--- src/fudec_pkg.sv ---
`timescale 1ns / 1ps
// ----------------------------------------------------------------------------
// fudec_pkg
// Character codes, escape phase codes and the byte classifiers shared by the
// urlencoded splitter/decoder.
// ----------------------------------------------------------------------------
package fudec_pkg;

  localparam logic [7:0] CHAR_PLUS  = 8'h2B;  // '+'
  localparam logic [7:0] CHAR_PCT   = 8'h25;  // '%'
  localparam logic [7:0] CHAR_QMARK = 8'h3F;  // '?'
  localparam logic [7:0] CHAR_EQ    = 8'h3D;  // '='
  localparam logic [7:0] CHAR_AMP   = 8'h26;  // '&'
  localparam logic [7:0] CHAR_SPACE = 8'h20;

  // Escape phase codes
  localparam logic [1:0] ESC_NONE   = 2'd0;
  localparam logic [1:0] ESC_FIRST  = 2'd1;
  localparam logic [1:0] ESC_SECOND = 2'd2;

  typedef struct packed {
    logic       ok;
    logic [3:0] val;
  } hex_t;

  typedef struct packed {
    logic [7:0] out_byte;
    logic       byte_valid;
    logic       in_value;
    logic       field_end;
    logic       pair_end;
    logic       blank_name_error;
  } result_t;

  function automatic hex_t hex_decode(input logic [7:0] c);
    hex_t h;
    h.ok  = 1'b1;
    h.val = 4'd0;
    if (c >= 8'h30 && c <= 8'h39) begin
      h.val = 4'(c - 8'h30);
    end else if (c >= 8'h61 && c <= 8'h66) begin
      h.val = 4'(c - 8'h57);
    end else if (c >= 8'h41 && c <= 8'h46) begin
      h.val = 4'(c - 8'h37);
    end else begin
      h.ok = 1'b0;
    end
    return h;
  endfunction

  // Space, tab, LF, VT, FF, CR
  function automatic logic is_blank(input logic [7:0] c);
    return (c == 8'h20) || (c >= 8'h09 && c <= 8'h0D);
  endfunction

  // Close a pending escape: a good first digit seen with the second pending
  // gives its one-digit value, anything else gives '?'.
  function automatic logic [7:0] finish_escape(input logic [1:0] phase,
                                               input logic       first_ok,
                                               input logic [3:0] digit);
    logic [7:0] r;
    r = CHAR_QMARK;
    if (phase == ESC_SECOND && first_ok) begin
      r = {4'd0, digit};
    end
    return r;
  endfunction

endpackage

--- src/form_urlencoded_splitter_decoder.sv ---
`timescale 1ns / 1ps
// ----------------------------------------------------------------------------
// form_urlencoded_splitter_decoder
// Splits a urlencoded query string into names and values and decodes '+'
// and %XX escapes, one raw byte per item in, at most one result per item out.
// ----------------------------------------------------------------------------
//
//  channel | handshake                  | payload
//  --------+----------------------------+---------------------------------------
//  input   | item_valid / item_stall    | in_byte, is_last
//  output  | result_valid / result_stall| out_byte, byte_valid, in_value,
//          |                            | field_end, pair_end, blank_name_error
//
//  One item per cycle sustained while the result side does not stall. An
//  accepted item sits in the input register, is decoded against the parser
//  state, and its result (if any) is registered in the result register.
//  Items that produce no result ('%', first escape digit) only advance state.
//  A stalled result register holds the input register, which then stalls
//  the input side; a free result slot lets both move every cycle.
//  rst (synchronous) empties both registers and returns the parser to the
//  start of a name with no escape pending.
//
module form_urlencoded_splitter_decoder
  import fudec_pkg::*;
(
  input  logic       clk,
  input  logic       rst,

  input  logic       item_valid,
  output logic       item_stall,
  input  logic [7:0] in_byte,
  input  logic       is_last,

  output logic       result_valid,
  input  logic       result_stall,
  output logic [7:0] out_byte,
  output logic       byte_valid,
  output logic       in_value,
  output logic       field_end,
  output logic       pair_end,
  output logic       blank_name_error
);

  // Input register
  logic       s1_valid;
  logic [7:0] s1_byte;
  logic       s1_last;

  // Parser state
  logic [1:0] escape_phase, escape_phase_next;
  logic [3:0] escape_digit, escape_digit_next;
  logic       escape_first_ok, escape_first_ok_next;
  logic       value_phase, value_phase_next;
  logic       name_nonblank, name_nonblank_next;

  // Result register
  result_t    res;
  result_t    res_next;
  logic       emit;

  logic       out_free;
  logic       s1_fire;
  logic       accept;

  // Decode of the item in the input register
  always_comb begin
    logic       delim;
    logic       have;
    logic       close;
    logic [7:0] ob;
    hex_t       h;

    h                    = hex_decode(s1_byte);
    delim                = value_phase ? (s1_byte == CHAR_AMP) : (s1_byte == CHAR_EQ);
    have                 = 1'b0;
    ob                   = 8'd0;
    escape_phase_next    = escape_phase;
    escape_digit_next    = escape_digit;
    escape_first_ok_next = escape_first_ok;
    name_nonblank_next   = name_nonblank;
    value_phase_next     = value_phase;

    if (delim) begin
      // A delimiter always ends the field; flush any pending escape.
      if (escape_phase != ESC_NONE) begin
        ob                = finish_escape(escape_phase, escape_first_ok, escape_digit);
        have              = 1'b1;
        escape_phase_next = ESC_NONE;
      end
    end else begin
      if (!value_phase && !is_blank(s1_byte)) begin
        name_nonblank_next = 1'b1;
      end
      unique case (escape_phase)
        ESC_NONE: begin
          if (s1_byte == CHAR_PLUS) begin
            ob   = CHAR_SPACE;
            have = 1'b1;
          end else if (s1_byte == CHAR_PCT) begin
            escape_phase_next = ESC_FIRST;
          end else begin
            ob   = s1_byte;
            have = 1'b1;
          end
        end
        ESC_FIRST: begin
          escape_first_ok_next = h.ok;
          escape_digit_next    = h.val;
          escape_phase_next    = ESC_SECOND;
        end
        default: begin
          if (!escape_first_ok) begin
            ob = CHAR_QMARK;
          end else if (h.ok) begin
            ob = {escape_digit, h.val};
          end else begin
            ob = {4'd0, escape_digit};
          end
          have              = 1'b1;
          escape_phase_next = ESC_NONE;
        end
      endcase
      // End of string cuts the escape short.
      if (s1_last && escape_phase_next != ESC_NONE) begin
        ob   = finish_escape(escape_phase_next, escape_first_ok_next, escape_digit_next);
        have = 1'b1;
        escape_phase_next = ESC_NONE;
      end
    end

    close = delim || s1_last;
    emit  = have || close;

    res_next.out_byte         = ob;
    res_next.byte_valid       = have;
    res_next.in_value         = value_phase;
    res_next.field_end        = close;
    res_next.pair_end         = s1_last || (delim && value_phase);
    res_next.blank_name_error = close && !value_phase && !name_nonblank_next;

    if (close) begin
      value_phase_next     = s1_last ? 1'b0 : !value_phase;
      name_nonblank_next   = 1'b0;
      escape_phase_next    = ESC_NONE;
      escape_digit_next    = 4'd0;
      escape_first_ok_next = 1'b0;
    end
  end

  // Handshake: the input register drains whenever its result has room.
  assign out_free   = !result_valid || !result_stall;
  assign s1_fire    = s1_valid && (!emit || out_free);
  assign item_stall = s1_valid && !s1_fire;
  assign accept     = item_valid && !item_stall;

  always_ff @(posedge clk) begin
    if (rst) begin
      s1_valid        <= 1'b0;
      result_valid    <= 1'b0;
      escape_phase    <= ESC_NONE;
      escape_digit    <= 4'd0;
      escape_first_ok <= 1'b0;
      value_phase     <= 1'b0;
      name_nonblank   <= 1'b0;
    end else begin
      // Input register: load on accept, drop once decoded.
      if (accept) begin
        s1_valid <= 1'b1;
      end else if (s1_fire) begin
        s1_valid <= 1'b0;
      end
      // Result register: clear when taken, load when a result is produced.
      if (s1_fire && emit) begin
        result_valid <= 1'b1;
      end else if (out_free) begin
        result_valid <= 1'b0;
      end
      // Advance parser state once per decoded item.
      if (s1_fire) begin
        escape_phase    <= escape_phase_next;
        escape_digit    <= escape_digit_next;
        escape_first_ok <= escape_first_ok_next;
        value_phase     <= value_phase_next;
        name_nonblank   <= name_nonblank_next;
      end
    end
  end

  // Payload registers, no reset needed
  always_ff @(posedge clk) begin
    if (accept) begin
      s1_byte <= in_byte;
      s1_last <= is_last;
    end
    if (s1_fire && emit) begin
      res <= res_next;
    end
  end

  assign out_byte         = res.out_byte;
  assign byte_valid       = res.byte_valid;
  assign in_value         = res.in_value;
  assign field_end        = res.field_end;
  assign pair_end         = res.pair_end;
  assign blank_name_error = res.blank_name_error;

endmodule

--- config.mk ---
export PLATFORM = sky130hd
export DESIGN_NAME = form_urlencoded_splitter_decoder
export DESIGN_NICKNAME = d
export VERILOG_FILES = /design/src/fudec_pkg.sv /design/src/form_urlencoded_splitter_decoder.sv
export SDC_FILE = /design/constraint.sdc
export NUM_CORES = 1
export LEC_CHECK = 0
export BUFFER_PORTS_ARGS = -buffer_cell sky130_fd_sc_hd__buf_2
export CORE_MARGIN = 5
export CORE_UTILIZATION = 60
export DETAILED_ROUTE_END_ITERATION = 10
export PLACE_DENSITY_LB_ADDON = 0.3
export SLEW_MARGIN = 25
export SYNTH_ARGS = -nofsm -noshare
export SYNTH_HDL_FRONTEND = slang
export SYNTH_SLANG_ARGS = --single-unit
export TNS_END_PERCENT = 50
--- constraint.sdc ---
create_clock -name clk -period 5 [get_ports clk]
set_clock_uncertainty 0.2 [all_clocks]
set_input_delay 1 -clock clk [delete_from_list [all_inputs] [get_ports clk]]
set_output_delay 1 -clock clk [all_outputs]
set_load 0.005 [all_outputs]
After elaboration in Yosys (flattened, before gate mapping)
Cells that the tools add are included.
{ "classes": {"n_eq_ne": 10, "reduce_logical": 37, "add_sub_neg": 3, "n_lt_le_gt_ge": 8, "mux": 46} }
{ "ops": {"columns": ["operator", "n"], "rows": [
  ["two-way mux 8 bit", 6],
  ["equality test 8 x 6 -> 1 bit, second input constant", 5],
  ["two-way mux 4 bit", 6],
  ["two-way mux 1 bit", 21],
  ["two-way mux 6 bit", 3],
  ["greater-or-equal comparator 8 x 7 -> 1 bit, second input constant", 2],
  ["less-or-equal comparator 8 x 7 -> 1 bit, second input constant", 2],
  ["one-hot mux 8 bit (2 select lines)", 1],
  ["logical AND 1 bit", 15],
  ["two-way mux 2 bit", 7],
  ["greater-or-equal comparator 8 x 4 -> 1 bit, second input constant", 1],
  ["greater-or-equal comparator 8 x 6 -> 1 bit, second input constant", 1],
  ["less-or-equal comparator 8 x 4 -> 1 bit, second input constant", 1],
  ["less-or-equal comparator 8 x 6 -> 1 bit, second input constant", 1],
  ["logical NOT 1 bit", 8],
  ["nonzero test 2 bit", 4],
  ["subtractor 4 x 3 -> 4 bit, second input constant", 2],
  ["logical OR 1 bit", 6],
  ["AND reduction 2 bit", 3],
  ["equality test 2 bit, second input constant", 2],
  ["one-hot mux 2 bit (2 select lines)", 1],
  ["subtractor 4 x 1 -> 4 bit, second input constant", 1],
  ["!= test 3 x 2 -> 1 bit, second input constant", 1],
  ["equality test 2 x 1 -> 1 bit, second input constant", 1],
  ["3 further kinds", 3]
]} }
{ "totals": {"input_bits": 13, "ff_bits": 33, "elab_cells": 119, "output_inout_bits": 15} }

Logic depth before layout (Yosys ltp)
Gate-level depths: netlist (run 1).
{ "depth": {"ltp_word": 18, "mapped_depth": 8, "ltp_nobuf": 7} }

Least setup slack after synthesis (run 1)
No wires, ideal clock.
{ "synth_timing": {"kind": "reg2out", "from": "reg s1_byte[4]", "to": "out item_stall", "t_arrival_ns": 1.840, "t_required_ns": 3.800, "path_stages_with_launch": 7, "path_buffers": 0, "slack_ns": 1.960, "path_cell_list": "edfxtp_1 -> or4b_4 -> o41ai_4 -> nor2_2 -> clkinv_4 -> o21ai_1 -> nor2_1"} }
{ "synth_rtl": {"columns": ["element", "line_no", "source"], "rows": [
  ["from (decl)", "form_urlencoded_splitter_decoder.sv:46", "logic [7:0] s1_byte;"],
  ["from (signal assigned)", "form_urlencoded_splitter_decoder.sv:192", "s1_byte <= in_byte;"],
  ["to (decl)", "form_urlencoded_splitter_decoder.sv:30", "output logic item_stall,"]
]} }

==> results of run 1 <==
## power by group through the flow
| stage | Combinational, mW | Clock (mW) | Sequential [mW] |
|---|---|---|---|
| floorplan | 0.0382 | 0 | 0.318 |
| global placement | 0.0547 | 0 | 0.322 |
| detailed placement | 0.0561 | 0 | 0.322 |
| CTS | 0.0565 | 0.136 | 0.316 |
| global route | 0.0622 | 0.154 | 0.318 |
| finish | 0.0574 | 0.134 | 0.317 |
## per-layer routing
layer	up-vias	GRT usage
met4	0	0.0984
li1	766	-
met1	805	0.322
met5	-	0
met2	95	0.370
met3	11	0.0323
## layout by cell type (no fill, tap or decap), types with 2 or more instances in the layout
| cell | n |
|---|---|
| sky130_fd_sc_hd__a2111oi_0 | 2 |
| sky130_fd_sc_hd__a211oi_1 | 3 |
| sky130_fd_sc_hd__a21oi_1 | 11 |
| sky130_fd_sc_hd__a22o_1 | 9 |
| sky130_fd_sc_hd__a2bb2oi_1 | 2 |
| sky130_fd_sc_hd__a311oi_1 | 2 |
| sky130_fd_sc_hd__a31oi_1 | 6 |
| sky130_fd_sc_hd__a32oi_1 | 2 |
| sky130_fd_sc_hd__a41oi_1 | 2 |
| sky130_fd_sc_hd__buf_2 | 27 |
| sky130_fd_sc_hd__clkbuf_4 | 5 |
| sky130_fd_sc_hd__clkinv_1 | 2 |
| sky130_fd_sc_hd__dfxtp_1 | 11 |
| sky130_fd_sc_hd__edfxtp_1 | 22 |
| sky130_fd_sc_hd__ha_1 | 4 |
| sky130_fd_sc_hd__inv_1 | 7 |
| sky130_fd_sc_hd__nand2_1 | 10 |
| sky130_fd_sc_hd__nand2b_1 | 5 |
| sky130_fd_sc_hd__nand3_1 | 5 |
| sky130_fd_sc_hd__nor2_1 | 13 |
| sky130_fd_sc_hd__nor2_2 | 3 |
| sky130_fd_sc_hd__nor2b_1 | 3 |
| sky130_fd_sc_hd__nor3_1 | 2 |
| sky130_fd_sc_hd__nor4_1 | 2 |
| sky130_fd_sc_hd__nor4b_2 | 2 |
| sky130_fd_sc_hd__o211ai_1 | 3 |
| sky130_fd_sc_hd__o21ai_1 | 3 |
| sky130_fd_sc_hd__o21bai_1 | 2 |
| sky130_fd_sc_hd__o31ai_1 | 2 |
| sky130_fd_sc_hd__o32ai_1 | 3 |
| sky130_fd_sc_hd__or2_2 | 2 |
## sequential cells by signal, indices dropped and copies added (netlist names), 2 cells and up
register      count
s1_byte           8
escape_digit      4
out_byte          8
escape_phase      2
## worst paths after layout
kind / endpoint / cells past startpoint
worst min register to register: escape_digit[0] / 1
worst max register to register: out_byte[2] / 6
worst min-delay path: escape_digit[0] / 1
worst max-delay path: item_stall / 7
## final cells by class
type	count	area share
tap	44	0.0263
clock buffer	5	0.0179
clock inverter	3	0.00597
inverter	8	0.0167
timing repair buffer	27	0.0645
sequential	33	0.420
multi-input combinational	129	0.448
## cell families after synthesis
family | Yosys count | synth area share
buffers and inverters | 14 | 0.0308
and+or+nand+nor | 58 | 0.180
adders and majority gates | 4 | 0.0268
muxes | 1 | 0.00602
DFF | 33 | 0.471
AOI/OAI and AO/OA | 66 | 0.285
==> load_flow_metrics.sql, run 1 <==
INSERT INTO impl_metrics (metric_group, metric, value, unit) VALUES
('status', 'status', 'finished, final reports clean', ''),
('pwr', 'power.switching', '0.130', 'mW'),
('final_layout', 'layout-area-overhead-vs-synth', '12.1', '%'),
('critical_path', 'setup.worst_path.start_class', 'register', ''),
('pwr', 'power.total', '0.508', 'mW'),
('route', 'first_iter_violations', '196', ''),
('placed_design', 'place_hpwl', '3.55', 'mm'),
('logic_synthesis', 'yosysSeqAreaShare', '0.471', ''),
('clock_tree', 'cts_setup_buffers', '0', ''),
('logic_synthesis', 'number_of_warnings_reported_in_the_yosys_synthesis_log', '0', ''),
('pwr', 'share_of_total_power_consumed_by_net_switching', '0.256', ''),
('placed_design', 'place.detailed.instances', '241', ''),
('timing', 'timing.fmax', '272', 'MHz'),
('clock_tree', 'post_cts_hold_buffer_count', '0', ''),
('critical_path', 'criticalPathCategory', 'register to primary output', ''),
('critical_path', 'worst_path_dominant_cell_family', 'simple AND/OR/NAND/NOR gates', ''),
('route', 'avgRoutedWirePerCell', '18.8', 'um'),
('pwr', 'power_frac_seq', '0.623', ''),
('critical_path', 'setup.reg_to_reg.worst_slack', '1910', 'ps'),
('final_layout', 'layoutNonFillerInstCount', '249', ''),
('logic_synthesis', 'syn_nets', '193', ''),
('route', 'wl_met3', '407', 'um'),
('grt', 'grt_pass1_wl', '7.74', 'mm'),
('floorplanning', 'design.portCount', '28', ''),
('logic_synthesis', 'synth_top_area_cell', 'sky130_fd_sc_hd__edfxtp_1', ''),
('critical_path', 'crit_arrival', '2480', 'ps'),
('job', 'max_cap_viol_count', '0', ''),
('grt', 'maximum_number_of_pins_on_one_net_before_global_route_repair', '14', ''),
('clock_tree', 'clock_path_buffers', '2', ''),
('pwr', 'power_density', '242', 'nW/um^2'),
('clock_tree', 'tritoncts', 'yes', ''),
('logic_synthesis', 'synth-edff-count', '22', ''),
('placed_design', 'placed_instance_area', '2050', 'um^2'),
('floorplanning', 'core', '3030', 'um^2'),
('floorplanning', 'die_y_extent', '65.8', 'um'),
('critical_path', 'worst-path-max-fanout', '7', ''),
('grt', 'grt-ovfl-total', '0', ''),
('floorplanning', 'floorplan.rows', '20', ''),
('final_layout', 'nFillCells', '240', ''),
('critical_path', 'crit_chain', 'or4b_4, o41ai_4, nor2_2, clkinv_4, o21ai_1, nor2_1, buf_2', ''),
('logic_synthesis', 'async_flop_share', '0', ''),
('route', 'm1WireLength', '1.97', 'mm'),
('timing', 'setup_viol', '0', ''),
('pwr', 'power.share.combinational', '0.113', ''),
('final_layout', 'multiInputGateArea', '940', 'um^2'),
('route', 'topRoutingLayerUsed', 'met4', ''),
('final_layout', 'design_area', '2100', 'um^2'),
('clock_tree', 'cts_repair_resize_count', '0', ''),
('clock_tree', 'worstSkewPairLatency', '330', 'ps'),
('timing', 'totalNegativeSetupSlack', '0', 'ps'),
('floorplanning', 'starting_density_of_the_core', '0.617', ''),
('route', 'route.met2.wl', '2.21', 'mm'),
('logic_synthesis', 'postSynthRegisterBits', '33', ''),
('critical_path', 'worst_path_required', '3800', 'ps'),
('route', 'detail_route.first_pass.iterations', '5', ''),
('critical_path', 'critical-path-max-stage-delay', '610', 'ps'),
('critical_path', 'crit_path_end_kind', 'primary output', ''),
('logic_synthesis', 'yosys_most_used_dff', 'sky130_fd_sc_hd__edfxtp_1', ''),
('timing', 'report.final.slew_viol_count', '0', ''),
('hold_path', 'worst_hold_path_type', 'register to register', ''),
('critical_path', 'timing.critical_path.from', 's1_byte[4]', ''),
('hold_path', 'hold_path.startpoint', 'escape_digit[0]', ''),
('pwr', 'power_frac_clock', '0.264', ''),
('route', 'antenna_left', '0', ''),
('logic_synthesis', 'netlist.area_leader.share', '0.353', ''),
('grt', 'grt_pass1_vias', '1578', ''),
('critical_path', 'worst-path-buf-inv', '2', ''),
('timing', 'max-slew-margin-rel', '0.490', ''),
('placed_design', 'placement.io_buffers', '27', ''),
('timing', 'setup_ws', '1320', 'ps'),
('final_layout', 'finalNetCount', '221', '');
No activity file was read; power rests on OpenSTA's default activity.
==> run 2: changes to the inputs <==
Settings changed: ABC_AREA set to 1, CORE_UTILIZATION 60 to 51.
Clock period 5 ns to 3.2 ns, I/O delays scaled along.
==> run 2 against run 1 <==
  * Global-route usage decreased by 5.8 points
  * Register-to-register slack got worse by 1200 ps
  * Synthesized cell count increased by 47%
  * Count of clock-buffer cells in the layout increased by 2
  * Core utilization decreased by 8.7 points
  * Routed wire length decreased by 6.4%
  * Highest routed layer unchanged
==> load_flow_metrics.sql, run 2 <==
INSERT INTO impl_metrics (metric_group, metric, value, unit) VALUES
('status', 'status', 'finished, final reports clean', ''),
('grt', 'initial_antenna_violation_count', '0', ''),
('timing', 'setup_viol', '0', ''),
('floorplanning', 'floorplan.rows', '22', ''),
('critical_path', 'timing.critical_path.from', 's1_byte[1]', ''),
('pwr', 'power_frac_clock', '0.324', ''),
('hold_path', 'hold_end', 'name_nonblank', ''),
('route', 'topRoutingLayerUsed', 'met4', ''),
('route', 'm1WireLength', '1.85', 'mm'),
('critical_path', 'setup.worst_path.start_class', 'register', ''),
('route', 'antenna_left', '0', ''),
('route', 'drcViolationCount', '0', ''),
('floorplanning', 'die_outline_area', '5220', 'um^2'),
('grt', 'grt_pass1_vias', '1609', ''),
('final_layout', 'layout.cells.most_common_list', 'sky130_fd_sc_hd__nand2_1, sky130_fd_sc_hd__inv_1, sky130_fd_sc_hd__nand3_1, sky130_fd_sc_hd__buf_2, sky130_fd_sc_hd__nor2_1', ''),
('timing', 'report.final.slew_viol_count', '0', ''),
('logic_synthesis', 'synthesis.instances', '259', ''),
('job', 'max_cap_viol_count', '0', ''),
('timing', 'setup_ws', '243', 'ps'),
('floorplanning', 'die_width', '72.2', 'um'),
('pwr', 'share_of_total_power_consumed_by_net_switching', '0.267', ''),
('logic_synthesis', 'synthDistinctLibCells', '26', ''),
('pwr', 'power.share.combinational', '0.149', ''),
('placed_design', 'globalplace.congestion', '0.953', ''),
('logic_synthesis', 'synth-edff-count', '22', ''),
('clock_tree', 'clock_path_buffers', '2', ''),
('critical_path', 'critical-path-max-stage-delay', '490', 'ps'),
('grt', 'track_usage', '0.177', ''),
('final_layout', 'final_common_cell', 'sky130_fd_sc_hd__nand2_1', ''),
('logic_synthesis', 'netlist.area_leader.share', '0.334', ''),
('critical_path', 'timing.critical_path.mode_cell', 'sky130_fd_sc_hd__inv_1', ''),
('final_layout', 'antenna_cells', '0', ''),
('timing', 'worst_slew_pin_slew', '479', 'ps'),
('route', 'avgRoutedWirePerCell', '13.0', 'um'),
('hold_path', 'worst_hold_path_type', 'register to register', ''),
('timing', 'setup_repair_after_global_routing_missed_its_margin', 'no', ''),
('logic_synthesis', 'yosys_most_used_dff', 'sky130_fd_sc_hd__edfxtp_1', ''),
('clock_tree', 'cts-buffers-inserted', '5', ''),
('logic_synthesis', 'synthesis.area', '1980', 'um^2'),
('critical_path', 'worst_path_dominant_cell_family', 'flip-flops', ''),
('final_layout', 'nFillCells', '339', ''),
('critical_path', 'cpMaxStageDelayCell', 'sky130_fd_sc_hd__edfxtp_1', ''),
('logic_synthesis', 'post_synth_most_frequent_cells', 'sky130_fd_sc_hd__nand2_1, sky130_fd_sc_hd__inv_1, sky130_fd_sc_hd__nand3_1, sky130_fd_sc_hd__nor2_1, sky130_fd_sc_hd__edfxtp_1', ''),
('clock_tree', 'cts_repair_resize_count', '0', ''),
('timing', 'max-slew-margin-rel', '0.680', ''),
('clock_tree', 'clock-root-buffer', 'sky130_fd_sc_hd__clkbuf_8', ''),
('pwr', 'power_frac_seq', '0.527', ''),
('placed_design', 'place_hpwl', '3.32', 'mm'),
('pwr', 'max-vdd-ir-drop', '0.247', 'mV'),
('grt', 'grt_pass1_wl', '7.13', 'mm'),
('route', 'route.met2.wl', '1.85', 'mm'),
('logic_synthesis', 'postSynthRegisterBits', '33', ''),
('final_layout', 'finalNetCount', '307', ''),
('logic_synthesis', 'number_of_warnings_reported_in_the_yosys_synthesis_log', '0', ''),
('critical_path', 'crit_path_end_kind', 'primary output', ''),
('final_layout', 'post_route_cells_drive_above_1_share', '0.183', ''),
('critical_path', 'crit_chain', 'inv_1, ha_1, inv_1, nor2_2, nand2_2, nand2_2, nand2_4, o21bai_4, inv_1, nand2_1, inv_1, buf_2', ''),
('logic_synthesis', 'syn_nets', '276', ''),
('pwr', 'internal_power', '0.707', 'mW'),
('route', 'first_iter_violations', '121', ''),
('pwr', 'power_density', '430', 'nW/um^2'),
('timing', 'layout_min_cycle_time', '2960', 'ps'),
('route', 'vias_after_detailed_routing', '1813', ''),
('pwr', 'static_leakage', '1.08', 'nW'),
('route', 'avgViaCountPerCell', '5.36', ''),
('timing', 'timing.fmax', '338', 'MHz'),
('route', 'detail_route.first_pass.iterations', '5', ''),
('clock_tree', 'worstSkewPairLatency', '290', 'ps'),
('timing', 'totalNegativeSetupSlack', '0', 'ps'),
('placed_design', 'placement.io_buffers', '27', ''),
('hold_path', 'hold_path.startpoint', 'name_nonblank', ''),
('final_layout', 'layout-area-overhead-vs-synth', '13.7', '%'),
('critical_path', 'critical_path.reg2reg.endpoint', 'out_byte[2]', ''),
('timing', 'hold_viol', '0', ''),
('critical_path', 'crit_arrival', '2120', 'ps'),
('logic_synthesis', 'yosysSeqAreaShare', '0.446', ''),
('clock_tree', 'post_cts_hold_buffer_count', '0', ''),
('grt', 'maximum_number_of_pins_on_one_net_before_global_route_repair', '14', ''),
('pwr', 'power.switching', '0.258', 'mW'),
('floorplanning', 'core', '3720', 'um^2'),
('grt', 'grt-ovfl-total', '0', ''),
('hold_path', 'cells_on_worst_hold_path', '2', ''),
('clock_tree', 'tritoncts', 'yes', ''),
('critical_path', 'r2r_start', 's1_byte[1]', ''),
('clock_tree', 'ctsHtreeMaxLevel', '2', ''),
('clock_tree', 'cts_setup_buffers', '0', ''),
('placed_design', 'detailedPlace.worstSlack', '574', 'ps'),
('clock_tree', 'clk_transition_reported_paths', '60', 'ps'),
('critical_path', 'reg2regPathDepth', '11', ''),
('clock_tree', 'tritoncts_num_sinks', '33', ''),
('floorplanning', 'design.portCount', '28', ''),
('logic_synthesis', 'syn-mean-instance-area', '7.63', 'um^2'),
('critical_path', 'worst-path-buf-inv', '5', ''),
('logic_synthesis', 'synth_top_area_cell', 'sky130_fd_sc_hd__edfxtp_1', ''),
('route', 'wl_met3', '439', 'um'),
('floorplanning', 'die_y_extent', '72.2', 'um'),
('critical_path', 'worst_path_required', '2360', 'ps'),
('logic_synthesis', 'yosys-top-cells-area', 'sky130_fd_sc_hd__edfxtp_1, sky130_fd_sc_hd__nand2_1, sky130_fd_sc_hd__dfxtp_1', ''),
('floorplanning', 'starting_density_of_the_core', '0.532', ''),
('critical_path', 'worst-path-max-fanout', '8', ''),
('logic_synthesis', 'yosys.cell_count.top_type', 'sky130_fd_sc_hd__nand2_1', ''),
('critical_path', 'setup.reg_to_reg.worst_slack', '690', 'ps'),
('timing', 'fin_crit_sh', '0.924', ''),
('logic_synthesis', 'async_flop_share', '0', ''),
('route', 'routed_wl', '4.39', 'mm'),
('critical_path', 'criticalPathCategory', 'register to primary output', '');
[run 2: power groups by stage]
stage	logic, mW	registers (mW)	clock network [mW]
CTS	0.143	0.507	0.319
global route	0.162	0.511	0.342
floorplan	0.105	0.507	0
global placement	0.141	0.516	0
finish	0.144	0.508	0.313
detailed placement	0.142	0.516	0
[run 2: worst max path at each step]
stage,endpoint,depth (start not counted)
2_1_floorplan,blank_name_error,10
3_3_place_gp,item_stall,12
3_5_place_dp,item_stall,12
4_1_cts,item_stall,12
5_1_grt,item_stall,12
6_report,item_stall,12
[run 2: kinds of logic (layout without fill, tap and decap cells)]
| logic type | Yosys count | after routing | synth area share |
|---|---|---|---|
| and+or+nand+nor | 152 | 152 | 0.365 |
| adders and majority gates | 4 | 4 | 0.0253 |
| buffers and inverters | 44 | 75 | 0.0849 |
| AOI/OAI and AO/OA | 26 | 26 | 0.0792 |
| DFF | 33 | 33 | 0.446 |
[run 2: area by class of cell]
class	count	area, um^2	area share
repair buffers	28	143	0.0635
flip-flops and latches	33	881	0.392
multi-input cells	182	927	0.413
clock buffers	7	86.3	0.0384
well taps	48	60.1	0.0267
inverters	40	150	0.0668
[run 2: layer usage]
| layer | vias up | GRT usage |
|---|---|---|
| li1 | 914 | - |
| met1 | 761 | 0.225 |
| met2 | 112 | 0.263 |
| met3 | 26 | 0.0485 |
| met4 | 0 | 0.113 |
| met5 | - | 0 |
[run 2: per-stage QoR]
step           area [um^2]   util  power [mW]  hold slack [ps]  cells
2_1_floorplan         1980      -       0.613              228    259
3_3_place_gp          2160  0.581       0.657              242    331
6_report              2250  0.605       0.966              260    338
5_1_grt               2250  0.605        1.02              281    338
3_5_place_dp          2160  0.581       0.658              247    331
4_1_cts               2250  0.605       0.969              259    338
[run 2: worst register-to-register path: stages, from the launching register on]
cell	delay (ps)
sky130_fd_sc_hd__edfxtp_1	490
sky130_fd_sc_hd__inv_1	170
sky130_fd_sc_hd__ha_1	160
sky130_fd_sc_hd__inv_1	70
sky130_fd_sc_hd__nor2_2	110
sky130_fd_sc_hd__nand2_2	100
sky130_fd_sc_hd__nand2_2	100
sky130_fd_sc_hd__nand2_4	70
sky130_fd_sc_hd__o21bai_4	250
sky130_fd_sc_hd__nand2_4	130
sky130_fd_sc_hd__nor2_1	140
sky130_fd_sc_hd__buf_4	230
